## config.mk

```make
export PLATFORM = sky130hd
export DESIGN_NAME = key_matrix_scancode_queue
export DESIGN_NICKNAME = d
export VERILOG_FILES = /design/src/rtl/kmsq_pkg.sv /design/src/rtl/kmsq_ring.sv /design/src/rtl/key_matrix_scancode_queue.sv
export SDC_FILE = /design/constraint.sdc
export NUM_CORES = 1
export LEC_CHECK = 0
export BUFFER_PORTS_ARGS = -buffer_cell sky130_fd_sc_hd__buf_2
export CORE_ASPECT_RATIO = 0.5
export CORE_MARGIN = 2
export CORE_UTILIZATION = 55
export CTS_BUF_LIST = sky130_fd_sc_hd__clkbuf_4
export CTS_CLUSTER_SIZE = 16
export DETAILED_ROUTE_END_ITERATION = 7
export GPL_ROUTABILITY_DRIVEN = 0
export PLACE_DENSITY_LB_ADDON = 0.25
export SYNTH_ARGS = -nofsm -noshare
export SYNTH_HDL_FRONTEND = slang
export SYNTH_SLANG_ARGS = --single-unit
```

## constraint.sdc

```tcl
create_clock -name clk -period 4.7 [get_ports clk]
set_input_delay 1.175 -clock clk [delete_from_list [all_inputs] [get_ports clk]]
set_output_delay 1.175 -clock clk [all_outputs]
set_load 0.02 [all_outputs]
```

## src/rtl/kmsq_pkg.sv

```systemverilog
package kmsq_pkg;

	localparam int RING_SLOTS  = 32;
	localparam int MATRIX_ROWS = 11;

	localparam int RING_W     = $clog2(RING_SLOTS);
	localparam int KEYS       = MATRIX_ROWS * 8;
	localparam int KEY_W      = $clog2(KEYS);
	localparam int INPUT_KEYS = 88;
	localparam int COUNT_W    = 5;

	localparam logic [1:0] OP_SCAN         = 2'd0;
	localparam logic [1:0] OP_PORT_A_READ  = 2'd1;
	localparam logic [1:0] OP_PORT_B_WRITE = 2'd2;

	localparam logic [7:0] RELEASE_MASK = 8'h80;
	localparam logic [7:0] SWITCH_RESET = 8'd101;
	localparam int         SELECT_BIT   = 7;

	typedef enum logic [2:0] {
		ST_IDLE,
		ST_SCAN,
		ST_FETCH,
		ST_LATCH,
		ST_DONE
	} kmsq_state_t;

	typedef struct packed {
		logic       push;
		logic [7:0] code;
		logic       pop;
	} ring_ctl_t;

	typedef struct packed {
		logic               empty;
		logic [COUNT_W-1:0] count;
		logic [7:0]         head_code;
	} ring_sts_t;

endpackage

```

## src/rtl/kmsq_ring.sv

```systemverilog
module kmsq_ring
	import kmsq_pkg::*;
(
	input  logic      clk,
	input  logic      arst_n,
	input  ring_ctl_t ctl,
	output ring_sts_t sts
);

	logic [7:0]        mem [RING_SLOTS];
	logic [RING_W-1:0] head_q;
	logic [RING_W-1:0] tail_q;
	logic [RING_W-1:0] head_nx;
	logic [RING_W-1:0] tail_nx;
	logic [7:0]        rd_q;
	logic [RING_W:0]   used;
	logic [RING_W+COUNT_W:0] used_ext;
	logic              full;

	assign head_nx = (head_q == RING_W'(RING_SLOTS - 1)) ? '0 : head_q + RING_W'(1);
	assign tail_nx = (tail_q == RING_W'(RING_SLOTS - 1)) ? '0 : tail_q + RING_W'(1);
	assign full    = (tail_nx == head_q);

	always_comb begin
		if (tail_q >= head_q) begin
			used = {1'b0, tail_q} - {1'b0, head_q};
		end else begin
			used = {1'b0, tail_q} + (RING_W+1)'(RING_SLOTS) - {1'b0, head_q};
		end
		used_ext = (RING_W+COUNT_W+1)'(used);
	end

	always_ff @(posedge clk) begin
		if (ctl.push && !full) begin
			mem[tail_q] <= ctl.code;
		end
		rd_q <= mem[head_q];
	end

	always_ff @(posedge clk or negedge arst_n) begin
		if (!arst_n) begin
			head_q <= '0;
			tail_q <= '0;
		end else begin
			if (ctl.push && !full) begin
				tail_q <= tail_nx;
			end
			if (ctl.pop) begin
				head_q <= head_nx;
			end
		end
	end

	assign sts.empty     = (head_q == tail_q);
	assign sts.count     = used_ext[COUNT_W-1:0];
	assign sts.head_code = rd_q;

endmodule

```

## src/rtl/key_matrix_scancode_queue.sv

```systemverilog
// a scan walks the matrix one key per cycle through a single shift-and-compare step,
// then passes through the fetch, latch and done states before its result is loaded
// port A read, port B write and the unused op go from idle straight to the done state
// one item at a time: a new input beat is taken once the result is in the output register
// reset: async active low, clears key state, ring pointers, latch and interrupt,
// sets switch select and loads the switch byte with 101; ring storage is not cleared
module key_matrix_scancode_queue
	import kmsq_pkg::*;
(
	input  logic         clk,
	input  logic         arst_n,
	input  logic         cfg_wr_en,
	input  logic [7:0]   cfg_wr_data,
	input  logic         in_valid,
	output logic         in_ready,
	input  logic [1:0]   op,
	input  logic [63:0]  key_rows_low,
	input  logic [23:0]  key_rows_high,
	input  logic [7:0]   port_data,
	output logic         out_valid,
	input  logic         out_ready,
	output logic [7:0]   read_data,
	output logic         irq_level,
	output logic [COUNT_W-1:0] queue_count
);

	kmsq_state_t state_q, state_nx;

	logic [KEYS+INPUT_KEYS-1:0] keys_ext;
	logic [KEYS-1:0]  keys_in;
	logic [KEYS-1:0]  now_q;
	logic [KEYS-1:0]  ks_q;
	logic [KEY_W-1:0] key_idx_q;
	logic [7:0]       sw_q;
	logic [7:0]       latched_q;
	logic [7:0]       rd_pend_q;
	logic             irq_q;
	logic             sel_q;
	logic             out_valid_q;
	logic [7:0]       out_data_q;
	logic             out_irq_q;
	logic [COUNT_W-1:0] out_count_q;
	logic             in_beat;
	logic             out_load;
	logic             latch_go;
	logic             last_key;
	logic [7:0]       code_base;
	ring_ctl_t        ring_ctl;
	ring_sts_t        ring_sts;

	assign keys_ext  = {{KEYS{1'b0}}, key_rows_high, key_rows_low};
	assign keys_in   = keys_ext[KEYS-1:0];
	assign in_beat   = in_valid && in_ready;
	assign last_key  = (key_idx_q == KEY_W'(KEYS - 1));
	assign code_base = 8'(key_idx_q) + 8'd1;
	assign latch_go  = !irq_q && !ring_sts.empty && !sel_q;

	kmsq_ring u_ring (
		.clk    (clk),
		.arst_n (arst_n),
		.ctl    (ring_ctl),
		.sts    (ring_sts)
	);

	always_ff @(posedge clk or negedge arst_n) begin
		if (!arst_n) begin
			state_q <= ST_IDLE;
		end else begin
			state_q <= state_nx;
		end
	end

	always_comb begin
		state_nx      = state_q;
		in_ready      = 1'b0;
		out_load      = 1'b0;
		ring_ctl.push = 1'b0;
		ring_ctl.pop  = 1'b0;
		ring_ctl.code = code_base | (now_q[0] ? 8'h00 : RELEASE_MASK);
		unique case (state_q)
			ST_IDLE: begin
				in_ready = 1'b1;
				if (in_valid) begin
					state_nx = (op == OP_SCAN) ? ST_SCAN : ST_DONE;
				end
			end
			ST_SCAN: begin
				ring_ctl.push = now_q[0] ^ ks_q[0];
				if (last_key) begin
					state_nx = ST_FETCH;
				end
			end
			ST_FETCH: begin
				state_nx = ST_LATCH;
			end
			ST_LATCH: begin
				ring_ctl.pop = latch_go;
				state_nx     = ST_DONE;
			end
			ST_DONE: begin
				if (!out_valid_q || out_ready) begin
					out_load = 1'b1;
					state_nx = ST_IDLE;
				end
			end
			default: begin
				state_nx = ST_IDLE;
			end
		endcase
	end

	always_ff @(posedge clk or negedge arst_n) begin
		if (!arst_n) begin
			ks_q        <= '0;
			key_idx_q   <= '0;
			sw_q        <= SWITCH_RESET;
			latched_q   <= '0;
			irq_q       <= 1'b0;
			sel_q       <= 1'b1;
			out_valid_q <= 1'b0;
		end else begin
			if (cfg_wr_en) begin
				sw_q <= cfg_wr_data;
			end
			if (in_beat) begin
				key_idx_q <= '0;
				unique case (op)
					OP_PORT_A_READ: begin
						if (!sel_q) begin
							irq_q <= 1'b0;
						end
					end
					OP_PORT_B_WRITE: begin
						sel_q <= port_data[SELECT_BIT];
					end
					default: begin
					end
				endcase
			end
			if (state_q == ST_SCAN) begin
				ks_q      <= {now_q[0], ks_q[KEYS-1:1]};
				key_idx_q <= key_idx_q + KEY_W'(1);
			end
			if (state_q == ST_LATCH && latch_go) begin
				latched_q <= ring_sts.head_code;
				irq_q     <= 1'b1;
			end
			if (out_load) begin
				out_valid_q <= 1'b1;
			end else if (out_ready) begin
				out_valid_q <= 1'b0;
			end
		end
	end

	always_ff @(posedge clk) begin
		if (in_beat) begin
			now_q <= keys_in;
			if (op == OP_PORT_A_READ) begin
				rd_pend_q <= sel_q ? sw_q : latched_q;
			end else begin
				rd_pend_q <= 8'h00;
			end
		end else if (state_q == ST_SCAN) begin
			now_q <= {1'b0, now_q[KEYS-1:1]};
		end
		if (out_load) begin
			out_data_q  <= rd_pend_q;
			out_irq_q   <= irq_q;
			out_count_q <= ring_sts.count;
		end
	end

	assign out_valid   = out_valid_q;
	assign read_data   = out_data_q;
	assign irq_level   = out_irq_q;
	assign queue_count = out_count_q;

endmodule

```

; ---- Yosys cells after proc, flatten, opt, wreduce, memory -nomap -nowiden
; Memory sizes are Yosys's and may differ from the RTL's. A register that Yosys moved wholly into a read port is not among the register bits.
; Cells that the tools add are included.
[word_totals]
rom_bits = 0
ramBits = 256
mem_count = 1
latch_bits = 0
register_bits = 237
[memory_table]
columns = name, words, width, rd, rd_clocked_by_memory_dff, wr, line_no
row1 = u_ring.mem, 32, 8, 1, 1, 1, kmsq_ring.sv:10  ; logic [7:0] mem [RING_SLOTS];
[classes]
n_eq_ne = 15
bitwise_logic = 2
n_lt_le_gt_ge = 1
n_reduce_logical = 20
mux = 27
add_sub_neg = 7
n_shift = 0
n_div = 0
n_mul = 0
[ops]
columns = operator, n
row1 = $mux 88, 2
row2 = $mux 8, 2
row3 = $add 5x1->5 const B, 3
row4 = $mux 5, 3
row5 = $pmux 3 s5, 1
row6 = $mux 7, 2
row7 = $mux 1, 13
row8 = $mux 3, 4
row9 = $eq 5x5->1, 2
row10 = $eq 5x5->1 const B, 2
row11 = $sub 5x5->5, 2
row12 = $add 7x1->8 const B, 1
row13 = $or 8x8->8, 1
row14 = $reduce_bool 2->1, 4
row15 = $add 7x1->7 const B, 1
row16 = $eq 7x7->1 const B, 1
row17 = $eq 3x2->1 const B, 2
row18 = $ne 2x2->1 const B, 3
row19 = $reduce_and 3->1, 2
row20 = $ge 5x5->1, 1
row21 = $logic_and 1x1->1, 5
row22 = $logic_not 1->1, 5
row23 = $eq 3x1->1 const B, 1
row24 = $eq 3x3->1 const B, 1
row25 = 8 further kinds, 8

; ---- Longest topological paths before layout
; Gate-level depths: netlist of the first run.
[depth]
ltp_word = 7
ltp_mapped = 10
ltp_nobuf = 8

; ---- By module
; A second synthesis of the first run with hierarchy kept.
[hier_totals]
hier_cells = 1421
hier_area_um2 = 20119.3
[modules_own_cells]
columns = module, area_per_inst_um2, cells_per_inst, instances, seq_area_each_um2
row1 = kmsq_ring, 10946.7, 521, 1, 8097.8
row2 = key_matrix_scancode_queue, 9172.5, 900, 1, 6237.2

; ---- Least setup slack after synthesis of the first run
; OpenSTA, ideal clock, no wires.
[synth_timing]
path_type = in2reg
startpoint = input in_valid
endpoint = register now_q[0], enable pin
required_ns = 4.259
slack_ns = 0.744
cell_stages = 5
path_buffers = 1
setup_ns = 0.441
arrival_time_ns = 3.515
cell_sequence = nand2b_1 -> nor3_1 -> clkbuf_1 -> nor2_1 -> inv_1
[synth_between]
elab_chain_cells = 2
[synth_lines]
columns = item, line_no
row1 = start: declaration, key_matrix_scancode_queue.sv:14  ; input logic in_valid,
row2 = $logic_and 1x1->1, key_matrix_scancode_queue.sv:53  ; assign in_beat = in_valid && in_ready;
row3 = $reduce_bool 2->1 (no line), -
row4 = end signal: assignment, key_matrix_scancode_queue.sv:158  ; now_q <= keys_in;
row5 = end signal: assignment, key_matrix_scancode_queue.sv:165  ; now_q <= {1'b0, now_q[KEYS-1:1]};
row6 = end: declaration, key_matrix_scancode_queue.sv:31  ; logic [KEYS-1:0] now_q;
; Every way passes these cells.
; A chain may end at the register's enable or synchronous reset.

; ---- Worst setup path after layout of the first run
[layout_timing]
startpoint = register u_ring.tail_q[0]
endpoint = memory u_ring.mem[11][6], enable pin
[layout_between]
elab_chain_cells = 7
[layout_lines]
columns = item, line_no
row1 = start: declaration, kmsq_ring.sv:12  ; logic [RING_W-1:0] tail_q;
row2 = start signal: assignment, kmsq_ring.sv:46  ; tail_q <= tail_nx;
row3 = $add 5x1->5 or $eq 5x5->1 (tied branches), kmsq_ring.sv:21  ; assign tail_nx = (tail_q == RING_W'(RING_SLOTS - 1)) ? '0 : tail_q + RING_W'(1);
row4 = $mux 5, kmsq_ring.sv:21
row5 = $eq 5x5->1, kmsq_ring.sv:22  ; assign full = (tail_nx == head_q);
row6 = $logic_not 1->1, kmsq_ring.sv:34  ; if (ctl.push && !full) begin
row7 = $logic_and 1x1->1, kmsq_ring.sv:34
row8 = $mux 1, kmsq_ring.sv:34
row9 = $mux 1 (implied by the code), kmsq_ring.sv:35  ; mem[tail_q] <= ctl.code;
row10 = end: declaration, kmsq_ring.sv:10
; Several ways; a longest one is shown, not always the timed one.

==> impl_metrics.csv, run 1 <==
group,metric,value,unit
status,status,"completed",
routing,drt_iter0_drc,1124,
sta,skew,41.0,ps
logic_synthesis,yosysWarningCount,0,
logic_synthesis,synth-seq-cells,501,
logic_synthesis,synth_cell_types,55,
logic_synthesis,postSynthCellCount,1324,
sta,relSlewSlack,0.0305,
power_and_ir_drop,p_per_area,503,nW/um^2
worst_setup_path,r2r_cells,8,
floorplan,initial_core_util,0.559,
routing,totalWireLength,39.7,mm
floorplan,die_w,275,um
clocking,cts-root-buf,"clkbuf_4",
cells_and_area,final_area,22700,um^2
routing,dr_total_vias,11300,
global_route,grt_overflow,0,
floorplan,core,36000,um^2
floorplan,die_y,139,um
cells_and_area,drive_above_1_share,0.301,
clocking,clk_path_buf_depth,3,
worst_setup_path,critPathCaptureType,"flop",
power_and_ir_drop,cellLeakagePower,8.86,nW
clocking,numCtsBuffers,108,
sta,grt_setup_unrepaired,"false",
clocking,path_clk_slew,70,ps
cells_and_area,final_nets,1617,
logic_synthesis,yosys.area.top_type_share,0.546,
logic_synthesis,synth.area.top_cells,"edfxtp_1 (55%), dfrtp_1 (15%), mux2_2 (5.9%)",
routing,drc,0,
sta,hold_viol_final,0,
cells_and_area,final_cell_mix,"edfxtp_1 (366), nand2_1 (287), clkbuf_4 (168)",
power_and_ir_drop,peakVddDrop,0.327,mV
clocking,ctsResizeCount,0,
logic_synthesis,syn_area,20100,um^2
worst_setup_path,cp-start-kind,"flop",
worst_hold_path,hold_class,"input pin to asynchronous set/reset pin",
place,hpwl,24.1,mm
cells_and_area,final_common_cell,"edfxtp_1",
worst_setup_path,crit_type,"flop to flop",
floorplan,die_area,38200,um^2
logic_synthesis,async_flop_share,0.253,
logic_synthesis,synth_top_area_cell,"edfxtp_1",
global_route,track_usage,0.208,
sta,tightest_slew,1450,ps
logic_synthesis,yosysSeqAreaShare,0.712,
global_route,grt_antenna_before_repair,3,
logic_synthesis,syn_nets,1448,
floorplan,io_pins,127,
flow_run,cap_viol_max_count,0,
sta,finalCritPeriodShare,0.785,
floorplan,rows,49,
logic_synthesis,synth_ff_type,"edfxtp_1",
routing,drt_first_pass_iters,6,
clocking,h-tree-depth,3,
sta,fin_setup_tns,0,ps
routing,routed_via_density,5.48,
worst_setup_path,worstPathArrival,4090,ps
cells_and_area,area_delta_synth_final,12.8,%
sta,setup_viol,0,
global_route,grt_pass1_vias,11400,
clocking,cts_tree,"done",
worst_setup_path,timing.critical_path.required,5100,ps
sta,fmax,271,MHz
clocking,ctsHoldBuffers,0,
place,placed_area,21200,um^2
place,numPortBuffers,119,
sta,min_period,3690,ps
routing,ant_nets,0,
worst_setup_path,cp_max_fo,11,
clocking,cts.sinks,501,
global_route,grt_max_degree,99,
clocking,worstSkewPairLatency,820,ps
logic_synthesis,synth_area_per_cell,15.2,um^2
clocking,post_cts_buffers,0,
global_route,grt_pass1_wl,60.7,mm
logic_synthesis,synth_edf_count,366,
sta,finalMaxSlewViolations,0,
routing,wl_per_cell,19.3,um
[power by group]
part / internal (W) / switching [W] / total (W)
sequential: 0.00576 / 0.000249 / 0.00601
combinational: 0.000694 / 0.00120 / 0.00189
clock: 0.00189 / 0.00162 / 0.00351
[worst max-delay path, cell delays in order, from the launching register on]
cell	delay, ps
dfrtp_1	490
ha_1	330
and3_1	190
ha_1	370
and2b_2	280
mux2i_2	230
xnor2_2	260
o211ai_2	420
nor2_1	730
[final timing paths]
| kind | slack [ps] | to | start |
|---|---|---|---|
| max in group asynchronous | 3440 | sw_q[6]$_DFFE_PN1P_ | arst_n |
| worst max register to register | 1010 | u_ring.mem[11][6]$_DFFE_PP_ | u_ring.tail_q[0]$_DFFE_PN0P_ |
| min in group clk | 420 | read_data[1]$_DFFE_PP_ | rd_pend_q[1]$_SDFFCE_PN0N_ |
| worst min-delay path | 370 | state_q[2]$_DFFE_PN0P_ | arst_n |
| worst max-delay path | 1010 | u_ring.mem[11][6]$_DFFE_PP_ | u_ring.tail_q[0]$_DFFE_PN0P_ |
| worst min register to register | 420 | read_data[1]$_DFFE_PP_ | rd_pend_q[1]$_SDFFCE_PN0N_ |
[sequential cells by signal, indices dropped and copies added, names as in the netlist]
signal         count
u_ring.mem       256
ks_q              88
now_q             88
latched_q          8
rd_pend_q          8
read_data          8
sw_q               8
u_ring.rd_q        8
key_idx_q          7
queue_count        5
u_ring.head_q      5
u_ring.tail_q      5
state_q            3
irq_level          1
irq_q              1
out_valid          1
sel_q              1
[metal layers]
metal	track usage	routed length, um	vias up
met4	0.0669	663	0
met3	0.0557	3200	54
met5	0	0	-
met1	0.290	17200	5584
met2	0.321	18600	417
li1	-	-	5251
[synthesized netlist by cell type (all sizes together) (2+ instances only)]
master / n
and2: 5
o21a: 2
or3: 3
inv: 12
mux2i: 90
nand3b: 4
nand2b: 7
o21ai: 8
a22oi: 8
a31oi: 8
nor2b: 4
nor2: 56
dfxtp: 8
edfxtp: 366
nand2: 288
ha: 12
buf: 39
clkbuf: 31
o31ai: 2
mux2: 108
nand3: 6
dfrtp: 122
a22o: 21
o221ai: 9
a21oi: 14
mux4: 32
dfstp: 5
xnor2: 10
o211ai: 6
nand4: 5
xor2: 4
a21o: 4
nor3: 16
and3: 3
[logic make-up after synthesis]
group / after synthesis / share of synthesized area
DFF: 501 / 0.712
and+or+nand+nor: 400 / 0.0813
muxes: 230 / 0.142
AOI/OAI and AO/OA: 84 / 0.0314
buffers and inverters: 82 / 0.0185
xor gates and xnor gates: 14 / 0.00647
adders and majority gates: 13 / 0.00845
[area by class of cell]
class / count / area [um^2]
Antenna cell: 3 / 7.51
Clock buffer: 168 / 1260
Clock inverter: 25 / 229
Fill cell: 2601 / 13300
Inverter: 12 / 46.3
Multi-Input combinational cell: 741 / 5500
Sequential cell: 501 / 14300
Tap cell: 484 / 606
Timing Repair Buffer: 129 / 711
[metrics by stage]
stage                     power, W  setup slack (ps)  cells  utilization  hold WS (ps)
after floorplan            0.00743               744   1324            -           400
after global placement     0.00790              1240   1867        0.589           404
after detailed placement   0.00802              1070   1867        0.589           405
after CTS                   0.0115              1030   2060        0.631           310
after global routing        0.0120               810   2063        0.631           331
final                       0.0114              1010   2063        0.631           367
Note: power is estimated with default switching activity, not from simulation.
==> run 2, diff against run 1 <==
==> constraint.sdc (replaced) <==
create_clock -name clk -period 3 [get_ports clk]
set_input_delay 0.75 -clock clk [delete_from_list [all_inputs] [get_ports clk]]
set_output_delay 0.75 -clock clk [all_outputs]
set_load 0.02 [all_outputs]
==> run 2 against run 1 <==
Against the previous run: maximum frequency rose by 30%; sequential share of layout area fell by 1.2 points; global-route usage barely moved; total power rose by 57%; clock skew rose by 6.5 ps; sequential power rose by 55%; clock-buffer cell count rose by 3; final cell count rose by 3.0%; hold slack got worse by 180 ps; critical path depth rose by 2; critical path type unchanged; critical endpoint is now u_ring.mem[15][1]$_DFFE_PP_; largest cell class unchanged.
==> impl_metrics.csv, run 2 (same netlist as run 1, synthesis figures left out) <==
group,metric,value,unit
status,status,"completed",
clocking,numCtsBuffers,108,
sta,finalMaxSlewViolations,0,
floorplan,io_pins,127,
worst_setup_path,cp_num_buf_inv,2,
worst_setup_path,worstPathCellList,"ha_1 > and3_1 > ha_1 > and2b_2 > mux2i_2 > xnor2_2 > o211ai_2 > buf_4 > nor2_1 > buf_4",
worst_setup_path,critPathCaptureType,"flop",
cells_and_area,top_regs,"u_ring.mem: 256 flops, ks_q: 88 flops, now_q: 88 flops",
cells_and_area,final_nets,1676,
cells_and_area,top_register,"u_ring.mem",
floorplan,rows,49,
power_and_ir_drop,p_per_area,772,nW/um^2
clocking,clk_path_buf_depth,3,
sta,min_period,2840,ps
global_route,grt_pass1_wl,61.3,mm
sta,fmax,352,MHz
power_and_ir_drop,peakVddDrop,0.449,mV
clocking,path_clk_slew,80,ps
worst_setup_path,slowest_delay,400,ps
sta,setup_viol,0,
cells_and_area,final_area,23100,um^2
routing,drt_iter0_drc,930,
sta,worst_slack,156,ps
cells_and_area,largest_register_ffs,256,
floorplan,core,36000,um^2
sta,whs,185,ps
worst_setup_path,critPathTopFamily,"simple AND/OR/NAND/NOR gates",
sta,grt_setup_unrepaired,"false",
cells_and_area,final_cell_mix,"edfxtp_1 (366), nand2_1 (287), clkbuf_4 (171)",
worst_setup_path,cp_slowest_cell,"dfrtp_1",
global_route,grt_overflow,0,
global_route,grt_antenna_before_repair,1,
worst_setup_path,crit_type,"flop to flop",
global_route,grt_pass1_vias,11600,
floorplan,die_area,38200,um^2
sta,fin_setup_tns,0,ps
cells_and_area,final_common_cell,"edfxtp_1",
place,placed_area,21700,um^2
sta,finalCritPeriodShare,0.948,
worst_setup_path,timing.critical_path.required,3470,ps
worst_setup_path,cp_max_fo,11,
cells_and_area,area_delta_synth_final,15.0,%
worst_hold_path,hold_class,"input pin to flop",
routing,drt_first_pass_iters,5,
clocking,worstSkewPairLatency,800,ps
clocking,cts.sinks,501,
cells_and_area,drive_above_1_share,0.328,
routing,drc,0,
routing,wl_per_cell,18.3,um
clocking,cts-root-buf,"clkbuf_4",
place,hpwl,24.2,mm
sta,hold_viol_final,0,
power_and_ir_drop,cellLeakagePower,9.18,nW
routing,totalWireLength,38.9,mm
worst_setup_path,cp-start-kind,"flop",
floorplan,die_w,275,um
floorplan,initial_core_util,0.559,
sta,relSlewSlack,0.419,
global_route,track_usage,0.208,
sta,tightest_slew,871,ps
place,numPortBuffers,119,
routing,routed_via_density,5.42,
routing,dr_total_vias,11500,
flow_run,cap_viol_max_count,0,
sta,skew,47.4,ps
routing,ant_nets,0,
floorplan,die_y,139,um
worst_setup_path,worstPathArrival,3310,ps
clocking,h-tree-depth,3,
global_route,grt_max_degree,98,
place,dp_slack,250,ps
clocking,cts_tree,"done",
==> run 2: cell count changes in the layout (fill, tap and decap cells not counted), sizes merged, moves of 2 or more <==
| cell | delta |
|---|---|
| buf | +58 |
| bufinv | -2 |
| clkinv | +2 |
| clkbuf | +3 |
| inv | +2 |
| diode | -2 |
==> run 2: path summary, 6_finish.rpt <==
path,end,cells past startpoint,start,slack (ps)
worst max-delay path,u_ring.mem[15][1]$_DFFE_PP_,10,u_ring.tail_q[0]$_DFFE_PN0P_,160
worst min-delay path,sw_q[2]$_DFFE_PN1P_,2,cfg_wr_data[2],180
worst max register to register,u_ring.mem[15][1]$_DFFE_PP_,10,u_ring.tail_q[0]$_DFFE_PN0P_,160
worst min register to register,read_data[0]$_DFFE_PP_,0,rd_pend_q[0]$_SDFFCE_PN0N_,420
max in group asynchronous,sw_q[0]$_DFFE_PN1P_,3,arst_n,1740
min in group asynchronous,state_q[2]$_DFFE_PN0P_,2,arst_n,520
==> run 2: where the power goes <==
group          switching, W  internal [W]  leakage, nW
logic               0.00193       0.00121         3.15
registers          0.000340       0.00900         5.15
clock network       0.00255       0.00284        0.882
total               0.00482        0.0131         9.18
==> run 2: stage by stage <==
stage | instances | power (W) | utilization
final | 2125 | 0.0179 | 0.643
after global routing | 2125 | 0.0188 | 0.643
after CTS | 2124 | 0.0181 | 0.643
after floorplan | 1324 | 0.0116 | -
after global placement | 1925 | 0.0125 | 0.602
after detailed placement | 1925 | 0.0127 | 0.602
==> run 2: area by class of cell <==
cell class / instances / area, um^2
diodes: 1 / 2.50
clock buffers: 171 / 1280
clock inverters: 27 / 184
fillers: 2620 / 12800
inverters: 12 / 48.8
multi-input cells: 741 / 5480
flip-flops and latches: 501 / 14300
well taps: 484 / 606
repair buffers: 188 / 1210
==> run 2: metal layers <==
metal / global-route usage / share of wire / vias to the layer above
met5: 0 / 0 / -
met3: 0.0585 / 0.072 / 53
met4: 0.0681 / 0.018 / 0
met1: 0.293 / 0.44 / 5734
met2: 0.316 / 0.47 / 366
li1: - / - / 5357
==> run 2: repair_timing <==
| item | in CTS | in global routing |
|---|---|---|
| gates resized for setup | 0 | 0 |
| endpoints found under the setup margin | 0 | 0 |
| hold buffers | 1 | 0 |
| setup buffers | 0 | 0 |
| hold endpoints to repair | 39 | 0 |
